<file path="src/hw/rtl/ring_interval_union_table_top_assert.svh">
// Assertion macros for the interval table block.
`ifndef RING_INTERVAL_UNION_TABLE_TOP_ASSERT_SVH
`define RING_INTERVAL_UNION_TABLE_TOP_ASSERT_SVH
`ifndef ASSERT_OFF
`define RITU_ASSERT(lbl, clk, rst, prop) \
  lbl: assert property (@(posedge clk) disable iff (rst) prop) else $error("ritu check failed");
`define RITU_ASSERT_NEXT(lbl, clk, rst, ante, cons) \
  lbl: assert property (@(posedge clk) disable iff (rst) (ante) |=> (cons)) else $error("ritu check failed");
`else
`define RITU_ASSERT(lbl, clk, rst, prop)
`define RITU_ASSERT_NEXT(lbl, clk, rst, ante, cons)
`endif
`endif

</file>
<file path="src/hw/rtl/ritu_pkg.sv">
`default_nettype none
package ritu_pkg;
  localparam int MAX_INTERVALS = 16;
  localparam int COORD_BITS    = 16;
  localparam int COUNT_W       = $clog2(MAX_INTERVALS + 1);
  localparam int IDX_W         = 4;
  localparam int OP_W          = 2;
  localparam int ST_W          = 2;
  localparam int PADDR_W       = 3;
  localparam int PDATA_W       = 32;

  typedef logic [COORD_BITS-1:0] coord_t;
  typedef logic [COUNT_W-1:0]    count_t;
  typedef logic [IDX_W-1:0]      idx_t;

  localparam count_t MAX_COUNT = count_t'(MAX_INTERVALS);
  localparam coord_t RING_SIZE_RESET = coord_t'(65535);

  // operation codes
  localparam logic [OP_W-1:0] OP_ADD   = 2'd0;
  localparam logic [OP_W-1:0] OP_READ  = 2'd1;
  localparam logic [OP_W-1:0] OP_CLEAR = 2'd2;
  localparam logic [OP_W-1:0] OP_RSVD  = 2'd3;

  // status codes
  localparam logic [ST_W-1:0] ST_OK       = 2'd0;
  localparam logic [ST_W-1:0] ST_INVALID  = 2'd1;
  localparam logic [ST_W-1:0] ST_OVERFLOW = 2'd2;

  // register index of ring_size (byte address bit 2)
  localparam logic REG_RING_SIZE = 1'b0;

  typedef enum logic [1:0] {S_IDLE, S_PLACE, S_ABSORB, S_FINISH} state_t;

  typedef enum logic [2:0] {
    CELL_HOLD, CELL_LOAD, CELL_FROM_LEFT, CELL_FROM_RIGHT, CELL_ABSORB
  } cell_op_t;

  typedef enum logic [1:0] {CH_HOLD, CH_PLACE, CH_ABSORB} chain_mode_t;

  typedef struct packed {
    chain_mode_t mode;
    coord_t      s;
    coord_t      e;
    count_t      count;
    idx_t        cur;
    idx_t        rd_idx;
  } chain_cmd_t;

  typedef struct packed {
    logic   touched;
    idx_t   pos_idx;
    logic   can_absorb;
    coord_t rd_lo;
    coord_t rd_hi;
  } chain_st_t;
endpackage
`default_nettype wire

</file>
<file path="src/hw/rtl/ritu_ifs.sv">
`default_nettype none
interface ritu_req_if;
  logic                        valid;
  logic                        ready;
  logic [ritu_pkg::OP_W-1:0]   operation;
  ritu_pkg::coord_t            span_start;
  ritu_pkg::coord_t            span_length;
  ritu_pkg::idx_t              entry_index;
  modport source (output valid, operation, span_start, span_length, entry_index,
                  input ready);
  modport sink   (input valid, operation, span_start, span_length, entry_index,
                  output ready);
endinterface

interface ritu_rsp_if;
  logic                        valid;
  logic                        ready;
  logic [ritu_pkg::ST_W-1:0]   status;
  ritu_pkg::count_t            interval_count;
  ritu_pkg::coord_t            entry_begin;
  ritu_pkg::coord_t            entry_end;
  modport source (output valid, status, interval_count, entry_begin, entry_end,
                  input ready);
  modport sink   (input valid, status, interval_count, entry_begin, entry_end,
                  output ready);
endinterface
`default_nettype wire

</file>
<file path="src/hw/rtl/ritu_cell.sv">
`default_nettype none
// One table entry; takes new data from the load bus or a neighbor.
module ritu_cell (
  input  wire logic               clk,
  input  ritu_pkg::cell_op_t      op,
  input  ritu_pkg::coord_t        load_lo,
  input  ritu_pkg::coord_t        load_hi,
  input  ritu_pkg::coord_t        left_lo,
  input  ritu_pkg::coord_t        left_hi,
  input  ritu_pkg::coord_t        right_lo,
  input  ritu_pkg::coord_t        right_hi,
  output ritu_pkg::coord_t        iv_lo,
  output ritu_pkg::coord_t        iv_hi
);
  always_ff @(posedge clk) begin
    unique case (op)
      ritu_pkg::CELL_LOAD: begin
        iv_lo <= load_lo;
        iv_hi <= load_hi;
      end
      ritu_pkg::CELL_FROM_LEFT: begin
        iv_lo <= left_lo;
        iv_hi <= left_hi;
      end
      ritu_pkg::CELL_FROM_RIGHT: begin
        iv_lo <= right_lo;
        iv_hi <= right_hi;
      end
      // join right neighbor: end is the larger one
      ritu_pkg::CELL_ABSORB: begin
        if (right_hi > iv_hi) iv_hi <= right_hi;
      end
      default: begin
      end
    endcase
  end
endmodule
`default_nettype wire

</file>
<file path="src/hw/rtl/ritu_chain.sv">
`default_nettype none
`include "ring_interval_union_table_top_assert.svh"
// Row of entry cells plus per-cell placement flags.
module ritu_chain (
  input  wire logic             clk,
  input  wire logic             rst,
  input  ritu_pkg::chain_cmd_t  cmd,
  output ritu_pkg::chain_st_t   st
);
  localparam int N = ritu_pkg::MAX_INTERVALS;

  ritu_pkg::coord_t   lo [N];
  ritu_pkg::coord_t   hi [N];
  ritu_pkg::coord_t   l_lo [N];
  ritu_pkg::coord_t   l_hi [N];
  ritu_pkg::coord_t   r_lo [N];
  ritu_pkg::coord_t   r_hi [N];
  ritu_pkg::coord_t   ld_lo [N];
  ritu_pkg::coord_t   ld_hi [N];
  ritu_pkg::cell_op_t op [N];

  logic [N-1:0] valid, prior, prior_sh, pos, touch, at_cur, above_cur, absorb_ok;
  logic         touched, can_absorb, full;
  ritu_pkg::idx_t pos_idx;

  // neighbor wiring
  for (genvar k = 0; k < N; k++) begin : g_cell
    if (k == 0) begin : g_first
      assign l_lo[k] = lo[k];
      assign l_hi[k] = hi[k];
    end else begin : g_left
      assign l_lo[k] = lo[k-1];
      assign l_hi[k] = hi[k-1];
    end
    if (k == N-1) begin : g_last
      assign r_lo[k] = lo[k];
      assign r_hi[k] = hi[k];
    end else begin : g_right
      assign r_lo[k] = lo[k+1];
      assign r_hi[k] = hi[k+1];
    end
    ritu_cell u_cell (
      .clk      (clk),
      .op       (op[k]),
      .load_lo  (ld_lo[k]),
      .load_hi  (ld_hi[k]),
      .left_lo  (l_lo[k]),
      .left_hi  (l_hi[k]),
      .right_lo (r_lo[k]),
      .right_hi (r_hi[k]),
      .iv_lo    (lo[k]),
      .iv_hi    (hi[k])
    );
  end

  // per-cell flags: entries before the span form a prefix
  always_comb begin
    for (int k = 0; k < N; k++) begin
      valid[k]     = ritu_pkg::count_t'(k) < cmd.count;
      prior[k]     = valid[k] && (hi[k] < cmd.s);
      at_cur[k]    = ritu_pkg::idx_t'(k) == cmd.cur;
      above_cur[k] = ritu_pkg::idx_t'(k) > cmd.cur;
      absorb_ok[k] = (ritu_pkg::count_t'(k + 1) < cmd.count) && (r_lo[k] <= hi[k]);
    end
  end
  assign prior_sh = {prior[N-2:0], 1'b1};
  assign pos      = ~prior & prior_sh;

  always_comb begin
    for (int k = 0; k < N; k++) begin
      touch[k] = pos[k] && valid[k] && (cmd.e >= lo[k]);
    end
  end
  assign touched    = |touch;
  assign can_absorb = |(at_cur & absorb_ok);
  assign full       = cmd.count == ritu_pkg::MAX_COUNT;

  // index of the placement cell
  always_comb begin
    pos_idx = '0;
    for (int k = 0; k < N; k++) begin
      pos_idx = pos_idx | (pos[k] ? ritu_pkg::idx_t'(k) : '0);
    end
  end

  // cell commands
  always_comb begin
    for (int k = 0; k < N; k++) begin
      ld_lo[k] = (touched && lo[k] < cmd.s) ? lo[k] : cmd.s;
      ld_hi[k] = (touched && hi[k] > cmd.e) ? hi[k] : cmd.e;
      op[k]    = ritu_pkg::CELL_HOLD;
      unique case (cmd.mode)
        ritu_pkg::CH_PLACE: begin
          if (pos[k] && (touched || !full)) op[k] = ritu_pkg::CELL_LOAD;
          else if (!touched && !full && !prior_sh[k]) op[k] = ritu_pkg::CELL_FROM_LEFT;
        end
        ritu_pkg::CH_ABSORB: begin
          if (can_absorb && at_cur[k]) op[k] = ritu_pkg::CELL_ABSORB;
          else if (can_absorb && above_cur[k]) op[k] = ritu_pkg::CELL_FROM_RIGHT;
        end
        default: begin
        end
      endcase
    end
  end

  assign st.touched    = touched;
  assign st.pos_idx    = pos_idx;
  assign st.can_absorb = can_absorb;
  assign st.rd_lo      = lo[cmd.rd_idx];
  assign st.rd_hi      = hi[cmd.rd_idx];

  `RITU_ASSERT(a_pos_single, clk, rst, $onehot0(pos))
  `RITU_ASSERT(a_touch_in_table, clk, rst, !touched || ({1'b0, pos_idx} < cmd.count))
  `RITU_ASSERT(a_prior_prefix, clk, rst, (prior & ~prior_sh) == '0)
endmodule
`default_nettype wire

</file>
<file path="src/hw/rtl/ring_interval_union_table_top.sv">
`default_nettype none
`include "ring_interval_union_table_top_assert.svh"
// Channel | Dir | Handshake      | Word
// req     | in  | valid/ready    | operation, span_start, span_length, entry_index
// rsp     | out | valid/ready    | status, interval_count, entry_begin, entry_end
// apb     | in  | psel/penable   | ring_size at byte address 0
//
// One item at a time. Read, clear and invalid items pass from idle to the finish
// state, which loads the result into the output register and returns to idle.
// An add passes, per part (two for a wrapped span), through the placement
// state and, when the part touches an entry, the absorb state, which joins
// entries until it sees the end of the run; the cell row joins one neighbor
// per cycle.
// rst is synchronous; the table comes up empty with no clearing pass.
// A waiting result holds in the output register; the next item is accepted
// as soon as the block is back in idle.
module ring_interval_union_table_top (
  input  wire logic                          clk,
  input  wire logic                          rst,
  ritu_req_if.sink                           req,
  ritu_rsp_if.source                         rsp,
  input  wire logic                          psel,
  input  wire logic                          penable,
  input  wire logic                          pwrite,
  input  wire logic [ritu_pkg::PADDR_W-1:0]  paddr,
  input  wire logic [ritu_pkg::PDATA_W-1:0]  pwdata,
  output logic      [ritu_pkg::PDATA_W-1:0]  prdata,
  output logic                               pready
);
  ritu_pkg::state_t   state, state_next;
  ritu_pkg::coord_t   ring_size;
  ritu_pkg::count_t   count;
  ritu_pkg::coord_t   s, e, e2;
  logic               pending;
  logic [ritu_pkg::ST_W-1:0] status;
  logic [ritu_pkg::OP_W-1:0] op;
  ritu_pkg::idx_t     idx, cur;
  logic               rsp_valid;
  logic [ritu_pkg::ST_W-1:0] rsp_status;
  ritu_pkg::count_t   rsp_count;
  ritu_pkg::coord_t   rsp_begin, rsp_end;

  ritu_pkg::chain_cmd_t  cmd;
  ritu_pkg::chain_st_t   cst;
  ritu_pkg::chain_mode_t mode;

  logic accept, load_out, bad_span, wrap, read_ok, full;
  logic [ritu_pkg::COORD_BITS:0] sum, rest;

  // config port
  assign pready = 1'b1;
  assign prdata = (paddr[2] == ritu_pkg::REG_RING_SIZE) ?
                  ritu_pkg::PDATA_W'(ring_size) : '0;
  always_ff @(posedge clk) begin
    if (rst) begin
      ring_size <= ritu_pkg::RING_SIZE_RESET;
    end else if (psel && penable && pwrite && paddr[2] == ritu_pkg::REG_RING_SIZE) begin
      ring_size <= pwdata[ritu_pkg::COORD_BITS-1:0];
    end
  end

  // span decode
  assign sum      = {1'b0, req.span_start} + {1'b0, req.span_length};
  assign rest     = sum - {1'b0, ring_size};
  assign bad_span = (req.span_length == '0) || (req.span_start >= ring_size);
  assign wrap     = sum > {1'b0, ring_size};
  assign full     = count == ritu_pkg::MAX_COUNT;
  assign read_ok  = {1'b0, idx} < count;
  assign accept   = req.valid && req.ready;

  // next state
  always_comb begin
    state_next = state;
    unique case (state)
      ritu_pkg::S_IDLE: begin
        if (accept) begin
          if (req.operation == ritu_pkg::OP_ADD && !bad_span) state_next = ritu_pkg::S_PLACE;
          else state_next = ritu_pkg::S_FINISH;
        end
      end
      ritu_pkg::S_PLACE: begin
        if (cst.touched) state_next = ritu_pkg::S_ABSORB;
        else if (full || !pending) state_next = ritu_pkg::S_FINISH;
      end
      ritu_pkg::S_ABSORB: begin
        if (!cst.can_absorb) state_next = pending ? ritu_pkg::S_PLACE : ritu_pkg::S_FINISH;
      end
      ritu_pkg::S_FINISH: begin
        if (!rsp_valid || rsp.ready) state_next = ritu_pkg::S_IDLE;
      end
      default: state_next = ritu_pkg::S_IDLE;
    endcase
  end

  // outputs of the sequencer
  always_comb begin
    req.ready = 1'b0;
    load_out  = 1'b0;
    mode      = ritu_pkg::CH_HOLD;
    unique case (state)
      ritu_pkg::S_IDLE:   req.ready = 1'b1;
      ritu_pkg::S_PLACE:  mode      = ritu_pkg::CH_PLACE;
      ritu_pkg::S_ABSORB: mode      = ritu_pkg::CH_ABSORB;
      ritu_pkg::S_FINISH: load_out  = !rsp_valid || rsp.ready;
      default: begin
      end
    endcase
  end

  assign cmd.mode   = mode;
  assign cmd.s      = s;
  assign cmd.e      = e;
  assign cmd.count  = count;
  assign cmd.cur    = cur;
  assign cmd.rd_idx = idx;

  ritu_chain u_chain (
    .clk (clk),
    .rst (rst),
    .cmd (cmd),
    .st  (cst)
  );

  // control state
  always_ff @(posedge clk) begin
    if (rst) begin
      state     <= ritu_pkg::S_IDLE;
      count     <= '0;
      pending   <= 1'b0;
      rsp_valid <= 1'b0;
    end else begin
      state <= state_next;
      if (load_out) rsp_valid <= 1'b1;
      else if (rsp.ready) rsp_valid <= 1'b0;
      unique case (state)
        ritu_pkg::S_IDLE: begin
          if (accept) begin
            pending <= (req.operation == ritu_pkg::OP_ADD) && !bad_span && wrap;
            if (req.operation == ritu_pkg::OP_CLEAR) count <= '0;
          end
        end
        ritu_pkg::S_PLACE: begin
          if (!cst.touched) begin
            if (full) pending <= 1'b0;
            else begin
              count   <= count + 1'b1;
              pending <= 1'b0;
            end
          end
        end
        ritu_pkg::S_ABSORB: begin
          if (cst.can_absorb) count <= count - 1'b1;
          else pending <= 1'b0;
        end
        default: begin
        end
      endcase
    end
  end

  // item payload
  always_ff @(posedge clk) begin
    unique case (state)
      ritu_pkg::S_IDLE: begin
        if (accept) begin
          op  <= req.operation;
          idx <= req.entry_index;
          s   <= req.span_start;
          e   <= wrap ? ring_size : sum[ritu_pkg::COORD_BITS-1:0];
          e2  <= rest[ritu_pkg::COORD_BITS-1:0];
          if ((req.operation == ritu_pkg::OP_ADD && bad_span) ||
              (req.operation != ritu_pkg::OP_ADD && req.operation != ritu_pkg::OP_READ &&
               req.operation != ritu_pkg::OP_CLEAR))
            status <= ritu_pkg::ST_INVALID;
          else
            status <= ritu_pkg::ST_OK;
        end
      end
      ritu_pkg::S_PLACE: begin
        if (cst.touched) cur <= cst.pos_idx;
        else if (full) status <= ritu_pkg::ST_OVERFLOW;
        else if (pending) begin
          s <= '0;
          e <= e2;
        end
      end
      ritu_pkg::S_ABSORB: begin
        if (!cst.can_absorb && pending) begin
          s <= '0;
          e <= e2;
        end
      end
      default: begin
      end
    endcase
    if (load_out) begin
      rsp_count <= count;
      if (op == ritu_pkg::OP_READ) begin
        rsp_status <= read_ok ? ritu_pkg::ST_OK : ritu_pkg::ST_INVALID;
        rsp_begin  <= read_ok ? cst.rd_lo : '0;
        rsp_end    <= read_ok ? cst.rd_hi : '0;
      end else begin
        rsp_status <= status;
        rsp_begin  <= '0;
        rsp_end    <= '0;
      end
    end
  end

  assign rsp.valid          = rsp_valid;
  assign rsp.status         = rsp_status;
  assign rsp.interval_count = rsp_count;
  assign rsp.entry_begin    = rsp_begin;
  assign rsp.entry_end      = rsp_end;

  `RITU_ASSERT(a_count_max, clk, rst, count <= ritu_pkg::MAX_COUNT)
  `RITU_ASSERT_NEXT(a_absorb_shrinks, clk, rst, state == ritu_pkg::S_ABSORB && cst.can_absorb, count == $past(count) - 1'b1)
  `RITU_ASSERT_NEXT(a_full_overflow, clk, rst, state == ritu_pkg::S_PLACE && !cst.touched && full, status == ritu_pkg::ST_OVERFLOW && state == ritu_pkg::S_FINISH)
endmodule
`default_nettype wire
</file>
<file path="src/flat_wrapper.sv">
// flat-port wrapper written by rule: the top's interface ports become plain ports
module ring_interval_union_table_top_flat 
  (clk, rst, psel, penable, pwrite, paddr, pwdata, prdata, pready, req_valid, req_operation, req_span_start, req_span_length, req_entry_index, req_ready, rsp_valid, rsp_status, rsp_interval_count, rsp_entry_begin, rsp_entry_end, rsp_ready);
  ritu_req_if req_i ();
  ritu_rsp_if rsp_i ();
  input  wire logic clk;
  input  wire logic rst;
  input  wire logic psel;
  input  wire logic penable;
  input  wire logic pwrite;
  input  wire logic [ritu_pkg::PADDR_W-1:0] paddr;
  input  wire logic [ritu_pkg::PDATA_W-1:0] pwdata;
  output logic      [ritu_pkg::PDATA_W-1:0] prdata;
  output logic pready;
  input wire logic [$bits(req_i.valid)-1:0] req_valid;
  input wire logic [$bits(req_i.operation)-1:0] req_operation;
  input wire logic [$bits(req_i.span_start)-1:0] req_span_start;
  input wire logic [$bits(req_i.span_length)-1:0] req_span_length;
  input wire logic [$bits(req_i.entry_index)-1:0] req_entry_index;
  output wire logic [$bits(req_i.ready)-1:0] req_ready;
  output wire logic [$bits(rsp_i.valid)-1:0] rsp_valid;
  output wire logic [$bits(rsp_i.status)-1:0] rsp_status;
  output wire logic [$bits(rsp_i.interval_count)-1:0] rsp_interval_count;
  output wire logic [$bits(rsp_i.entry_begin)-1:0] rsp_entry_begin;
  output wire logic [$bits(rsp_i.entry_end)-1:0] rsp_entry_end;
  input wire logic [$bits(rsp_i.ready)-1:0] rsp_ready;
  assign req_i.valid = req_valid;
  assign req_i.operation = req_operation;
  assign req_i.span_start = req_span_start;
  assign req_i.span_length = req_span_length;
  assign req_i.entry_index = req_entry_index;
  assign req_ready = req_i.ready;
  assign rsp_valid = rsp_i.valid;
  assign rsp_status = rsp_i.status;
  assign rsp_interval_count = rsp_i.interval_count;
  assign rsp_entry_begin = rsp_i.entry_begin;
  assign rsp_entry_end = rsp_i.entry_end;
  assign rsp_i.ready = rsp_ready;
  ring_interval_union_table_top u_core (.clk(clk), .rst(rst), .req(req_i), .rsp(rsp_i), .psel(psel), .penable(penable), .pwrite(pwrite), .paddr(paddr), .pwdata(pwdata), .prdata(prdata), .pready(pready));
endmodule
</file>
<file path="config.mk">
export PLATFORM = sky130hd
export DESIGN_NAME = ring_interval_union_table_top_flat
export DESIGN_NICKNAME = d
export VERILOG_FILES = /design/src/hw/rtl/ritu_pkg.sv /design/src/hw/rtl/ritu_ifs.sv /design/src/hw/rtl/ritu_cell.sv /design/src/hw/rtl/ritu_chain.sv /design/src/hw/rtl/ring_interval_union_table_top.sv /design/src/flat_wrapper.sv
export VERILOG_INCLUDE_DIRS = /design/src /design/src/hw/rtl
export SDC_FILE = /design/constraint.sdc
export NUM_CORES = 2
export LEC_CHECK = 0
export BUFFER_PORTS_ARGS = -buffer_cell sky130_fd_sc_hd__buf_4
export CORE_ASPECT_RATIO = 0.8
export CORE_MARGIN = 2
export CORE_UTILIZATION = 45
export DETAILED_ROUTE_END_ITERATION = 7
export GPL_ROUTABILITY_DRIVEN = 1
export SLEW_MARGIN = 40
export SYNTH_ARGS = -nofsm -noshare
export SYNTH_HDL_FRONTEND = slang
export SYNTH_SLANG_ARGS = --single-unit
</file>
<file path="constraint.sdc">
create_clock -name clk -period 6.2 [get_ports clk]
set_input_delay 1.24 -clock clk [delete_from_list [all_inputs] [get_ports clk]]
set_output_delay 1.24 -clock clk [all_outputs]
set_load 0.005 [all_outputs]
</file>
======== Word level (Yosys, flattened, before mapping) ========
Index checks and enable logic that the tools add are counted.
storage, ports and cells
  latch bits .............................. 0
  input bits .............................. 80
  memory bits (read-only) ................. 0
  register bits after elaboration ......... 636
  output and inout bits ................... 74
  word-level logic and storage cells ...... 847
  memories kept ........................... 0
  RAM bits ................................ 0
cells by class
  eq/ne operators ......................... 144
  order comparisons ....................... 132
  multipliers ............................. 0
  div/mod/pow operators ................... 0
  muxes and demuxes ....................... 223
  add/sub/neg operators ................... 4
  shifts and indexed selects .............. 0
  bitwise operators ....................... 19
  reduce and logical (&&, ||, !) cells .... 277
operators with widths
  operator              number
  $mux W16              63
  $pmux W16 S4          14
  $pmux W16 S3          17
  $lt A16 B16 Y1        32
  $gt A16 B16 Y1        31
  $ge A16 B16 Y1        17
  $le A16 B16 Y1        16
  $logic_and A1 B1 Y1   170
  $bmux W16 S4          2
  $mux W2               59
  $pmux W16 S2          3
  $pmux W3 S2           16
  $eq A3 B2 Y1 const B  30
  $ne A2 B2 Y1 const B  37
  $mux W3               20
  $reduce_bool A4 Y1    14
  $eq A3 B1 Y1 const B  16
  $reduce_bool A3 Y1    16
  $eq A3 B3 Y1 const B  15
  $reduce_and A3 Y1     15
  $ne A2 B1 Y1 const B  22
  $lt A4 B5 Y1 const A  8
  $reduce_and A2 Y1     20
  $and A16 B16 Y16      2
  other kinds (48)      144

======== Depth between registers and ports, before layout ========
  depth after elaboration ................. 19
  depth in mapped cells ................... 22

======== Hierarchy ========
Synthesis repeated with hierarchy kept, for this count alone.
unflattened totals
  cell total of the unflattened synthesis .. 8431
  area total of the unflattened synthesis .. 78919.4 µm²
modules (own cells, without submodules)
  module                         instances  cells an instance  area each (µm²)  seq. area each (µm²)
  ritu_chain                     1          4576               39615.5          0.0
  ritu_cell                      16         199                2010.7           960.9
  ring_interval_union_table_top  1          671                7133.1           3473.3

======== Worst setup path after synthesis ========
Ideal clock, no wire load.
  kind .................................... reg2reg
  from .................................... register u_core.s[9]
  to ...................................... register u_core.u_chain.g_cell[9].u_cell.iv_hi[0] (enable)
  stages on the path, launching flop included .. 17
  setup slack ............................. -0.326 ns
  library setup time ...................... 0.447 ns
  buffers on the path ..................... 3
  arrival ................................. 6.079 ns
  cells stage by stage .................... edfxtp_1 clkbuf_1 inv_1 ha_1 a21oi_1 o21ai_0 a211oi_1 o31ai_1 nand2b_1 a2111oi_0 nor4b_1 nand2_1 buf_2 nor4_2 clkbuf_1 nor2_1 o311ai_0
between the ends
  word-level cells in the longest chain between the ends .. 16
ends and longest elaborated chain
  item                                                         line                                  text
  start: declaration                                           ring_interval_union_table_top.sv:33   ritu_pkg::coord_t s, e, e2;
  start signal: assignment                                     ring_interval_union_table_top.sv:168  s <= req.span_start;
  $lt A16 B16 Y1                                               ritu_chain.sv:60                      prior[k] = valid[k] && (hi[k] < cmd.s);
  $logic_and A1 B1 Y1                                          ritu_chain.sv:60
  $not A16 Y16                                                 ritu_chain.sv:67                      assign pos = ~prior & prior_sh;
  $and A16 B16 Y16                                             ritu_chain.sv:67
  $logic_and A1 B1 Y1 (2 in a row)                             ritu_chain.sv:71                      touch[k] = pos[k] && valid[k] && (cmd.e >= lo[k]);
  $reduce_or A16 Y1                                            ritu_chain.sv:74                      assign touched = |touch;
  $logic_not A1 Y1                                             --
  $logic_and A1 B1 Y1 (2 in a row)                             ritu_chain.sv:95                      else if (!touched && !full && !prior_sh[k]) op[k] = ritu_pkg::CELL_FROM_LEFT;
  $mux W2                                                      ritu_chain.sv:95
  $mux W2                                                      ritu_chain.sv:94                      if (pos[k] && (touched || !full)) op[k] = ritu_pkg::CELL_LOAD;
  $pmux W3 S2                                                  ritu_chain.sv:92                      unique case (cmd.mode)
  $eq A3 B3 Y1, or another cell as far along                   ritu_cell.sv:16                       unique case (op)
  $ne A2 B1 Y1 (no source line), or another cell as far along  --
  $reduce_and A3 Y1 (no source line) *                         --
  end signal: assignment                                       ritu_cell.sv:19                       iv_hi <= load_hi;
  end signal: assignment                                       ritu_cell.sv:23                       iv_hi <= left_hi;
  end signal: assignment                                       ritu_cell.sv:27                       iv_hi <= right_hi;
  end: declaration                                             ritu_cell.sv:13                       output ritu_pkg::coord_t iv_hi
Mark *: on every way between the ends. The rest lies on a longest branch, timed or not.
A chain may end at the register's enable or synchronous reset.

======== Final worst setup path ========
  from .................................... register u_core.s[13]
  to ...................................... register u_core.u_chain.g_cell[6].u_cell.iv_hi[6] (enable)
between the ends
  word-level cells in the longest chain between the ends .. 16
ends and longest elaborated chain
  item                                                         line
  $lt A16 B16 Y1                                               ritu_chain.sv:60
  $logic_and A1 B1 Y1                                          ritu_chain.sv:60
  $not A16 Y16                                                 ritu_chain.sv:67
  $and A16 B16 Y16                                             ritu_chain.sv:67
  $logic_and A1 B1 Y1 (2 in a row)                             ritu_chain.sv:71
  $reduce_or A16 Y1                                            ritu_chain.sv:74
  $logic_not A1 Y1                                             --
  $logic_and A1 B1 Y1 (2 in a row)                             ritu_chain.sv:95
  $mux W2                                                      ritu_chain.sv:95
  $mux W2                                                      ritu_chain.sv:94
  $pmux W3 S2                                                  ritu_chain.sv:92
  $eq A3 B3 Y1, or another cell as far along                   ritu_cell.sv:16
  $ne A2 B1 Y1 (no source line), or another cell as far along  --
  $reduce_and A3 Y1 (no source line) *                         --
  end signal: assignment                                       ritu_cell.sv:19
  end signal: assignment                                       ritu_cell.sv:23
  end signal: assignment                                       ritu_cell.sv:27
  end: declaration                                             ritu_cell.sv:13
Marks and branches as above.

==> run summary <==
## Yosys
* **Yosys warnings** 0
* **dominant combinational cell family by area after synthesis** adder cells
* **synthesized netlist cell count** 7,141
* **area share of xor/xnor cells in the synthesized design** 0.327%
* **Post-Synthesis Mean Instance Area** 9.75 sq um
* **flip-flop and latch count after synthesis** 636
* **multiplexer share of the synthesized area** 5.47%
* **asr flop ratio synth** 0%
* **leading area contributor after synthesis** ha_1
* **Main synth FF type** edfxtp_1
* **leading post-synthesis cells by cell area** ha_1 28%, edfxtp_1 26%, mux4_2 5.2%, a221o_1 3.6%, inv_1 3.4%
* **adder-cell area share of the yosys netlist** 27.8%
* **portion of the post-synthesis area used by sequential elements** 27.1%
* **Netlist Area Pre-Place** 0.0697 sq mm
* **compound-cell area share of the yosys netlist** 21.3%
* **distinct cell type count after synthesis** 105
* **basic-gate share of the synthesized area counting and, or, nand and nor cells** 12.7%
* **top-area cell type share of the netlist area** 27.8%
* **number of synthesized flops with an enable pin** 611

## CTS
* **CTS H-Tree Depth** 3
* **clock tree from TritonCTS** yes
* **clock latency reported for the late side of the worst-skew pair** 770 ps
* **Clock Tree Buf Depth** 3
* **Setup Fix Bufs, Post-CTS** 0
* **number of hold buffers added after cts** 0
* **Num CTS Buffers** 80
* **post-CTS clock slew at the launch and capture registers of the worst setup and hold paths** 60 ps
* **Num Clock Sinks** 636
* **root buffer cell** clkbuf_16
* **post-CTS resize count** 0

## Die
* **total number of placement rows** 129
* **total core area** 0.154 sq mm
* **width of the die** 444 um
* **number of top-level design ports** 154
* **initial standard-cell utilization of the core** 45.2%
* **area of the die** 0.158 sq mm
* **Die Span Y** 356 um

## Job
* **max-cap check violation count** 0

## STA
* **setup violators final** 0
* **pins over their slew limit** 0
* **Worst Skew** 53.2 ps
* **Worst-Margin Slew** 994 ps
* **accumulated negative setup slack** 0 ps
* **worst slew margin relative to its limit** 33.7%
* **final setup margin** 72.3 ps
* **count of endpoints failing hold in the final timing report** 0
* **Highest Clock Rate** 0.163 GHz
* **shortest period the worst path allows** 6130 ps
* **share of the cycle needed by the critical path after routing** 98.8%
* **setup repair after global routing missed its margin** false

## Critical path
* **worst setup path class** register to register
* **kind of end point of the critical path** register
* **dominant cell type by count on the critical path** buf_4
* **master of the slowest instance on the critical path** a2111oi_0
* **Critical Path Max Stage Delay** 660 ps
* **list of cells traversed by the critical path** inv_2, buf_4, ha_1, a21o_1, a21o_1, a211oi_1, o31ai_2, nand2b_1, a2111oi_0, buf_4, nor4b_1, buf_4, nand2_1, buf_4, o21ai_2, or2_2, a221o_1, o21ai_1, buf_4
* **required time of the worst setup path** 6620 ps
* **highest fanout seen on the critical path** 16
* **crit start category** register
* **endpoint arrival time on the critical path** 6550 ps
* **gate family responsible for the most delay along the worst path** compound AO/OA/AOI/OAI gates
* **buffers and inverters on the worst path** 6

## Global routing
* **global-route wire length before repair** 543 mm
* **pin count of the biggest net entering global routing** 77
* **antenna violations before repair** 64
* **via count of the first global-routing pass** 64,400
* **total overflow reported by the global router** 0
* **total global routing track utilization** 50.0%

## Placement
* **detailed placer's ending HPWL** 322 mm
* **pre-CTS worst setup slack** -152 ps
* **Cells after DPL** 9,726
* **final weighted congestion of routability-driven global placement** 1.11
* **number of port buffers** 118

## Final layout
* **share of the core filled with cells in the final layout** 52.9%
* **Final nets** 9,407
* **Finished Layout Cells** 9,898
* **layout overhead on the synthesized area** 17.0%
* **fraction of final layout cells sized beyond drive strength 1** 16.0%
* **commonest cells after routing, fill and taps aside** 1,545 x ha_1, 730 x buf_4, 613 x inv_1, 611 x edfxtp_1, 450 x a21oi_1
* **commonest non-fill, non-tap cell in the layout** ha_1

## Route
* **total via count after detailed routing** 71,700
* **initial DRC count** 12,100
* **antenna-violating nets left** 0
* **detailed-route wire length per cell** 41.2 um
* **remaining routing DRC violations** 0
* **Total Wirelength** 407 mm
* **routed via count divided by cell count** 7.24
* **count of TritonRoute iterations in the first routing pass** 7

## Worst hold path
* **min-delay worst type** register to register

## Power and ir drop
* **Max VDD drop** 0.433 mV
* **power density of the placed cells** 598 mW/mm^2
* **Static Leak** 36.6 nW
* **total power** 48.7 mW

## Status
* **run status** finished, final reports clean

final cells by class:
cell class | instances | area (sq um)
fill | 14000 | 72700
multi-input combinational | 5592 | 47500
sequential | 636 | 18800
timing repair buffer | 832 | 7490
tap | 2030 | 2540
inverter | 637 | 2390
clock buffer | 101 | 2100
clock inverter | 46 | 571
antenna | 24 | 60.1
kinds of logic after synthesis:
| group | Yosys count |
|---|---|
| compound gates | 2116 |
| simple gates | 1705 |
| fa+ha+maj | 1548 |
| other cells | 2 |
| xor+xnor | 26 |
| flops | 636 |
| mux | 180 |
| buf+inv | 928 |
worst reg2reg max path, delay by kind of cell (launching register included):
kind                     cells  cell delay [ps]
buffers and inverters        6             1730
AO/OA/AOI/OAI                8             2480
flip-flops                   1              440
AND/OR/NAND/NOR              4              900
adder cells (fa/ha/maj)      1              250
registers in the layout, summed over array words and instances (netlist names):
name                                cells
u_core.rsp.entry_end                   16
u_core.u_chain.g_cell.u_cell.iv_lo    256
u_core.rsp.interval_count               5
u_core.op                               2
u_core.rsp.entry_begin                 16
u_core.count                            5
u_core.status                           2
u_core.e                               16
u_core.ring_size                       16
u_core.cur                              4
u_core.pending                          1
u_core.idx                              4
u_core.s                               16
u_core.state                            2
u_core.e2                              16
u_core.rsp.valid                        1
u_core.u_chain.g_cell.u_cell.iv_hi    256
u_core.rsp.status                       2
synthesized netlist by cell type (46+ instances only):
cell and count:
a21o_1 208, a22oi_1 99, and3_1 46, nor2_1 304
ha_1 1546, nand2b_1 98, nand3_1 115, nand4_1 210
a211oi_1 72, edfxtp_1 611, nor4_1 51, o21ai_0 434
a21oi_1 453, a221o_1 248, buf_2 64, nor3_1 168
o21a_1 104, nor2b_1 184, inv_1 636, clkbuf_1 177
mux4_2 160, o221ai_1 72, o211ai_1 60, nand2_1 380
layer usage:
layer  vias up  share of wire, %  global-route usage, %
li1      29300                 -                      -
met1     34600                39                   67.0
met2      6412                36                   62.4
met3      1305                19                   27.3
met4        64               6.7                   27.5
met5         -              0.12                      0
stage by stage:
stage,area [sq um],hold slack [ps]
CTS,81400,524
global route,81400,564
floorplan,69700,418
finish,81500,524
detailed placement,78700,513
global placement,78600,520
path summary, 6_finish.rpt:
kind	startpoint	endpoint	slack, ps	depth (start not counted)
min reg2reg	u_core.e2[5]	u_core.e[5]	520	2
max	u_core.s[13]	u_core.u_chain.g_cell[6].u_cell.iv_hi[6]	70	19
min	u_core.e2[5]	u_core.e[5]	520	2
max reg2reg	u_core.s[13]	u_core.u_chain.g_cell[6].u_cell.iv_hi[6]	70	19
report_power, final:
part | internal [mW] | switching, mW | total (mW)
clock | 2.77 | 2.28 | 5.05
combinational | 12.2 | 21.2 | 33.4
sequential | 7.30 | 2.94 | 10.2
Note: power is estimated with default switching activity, not from simulation.
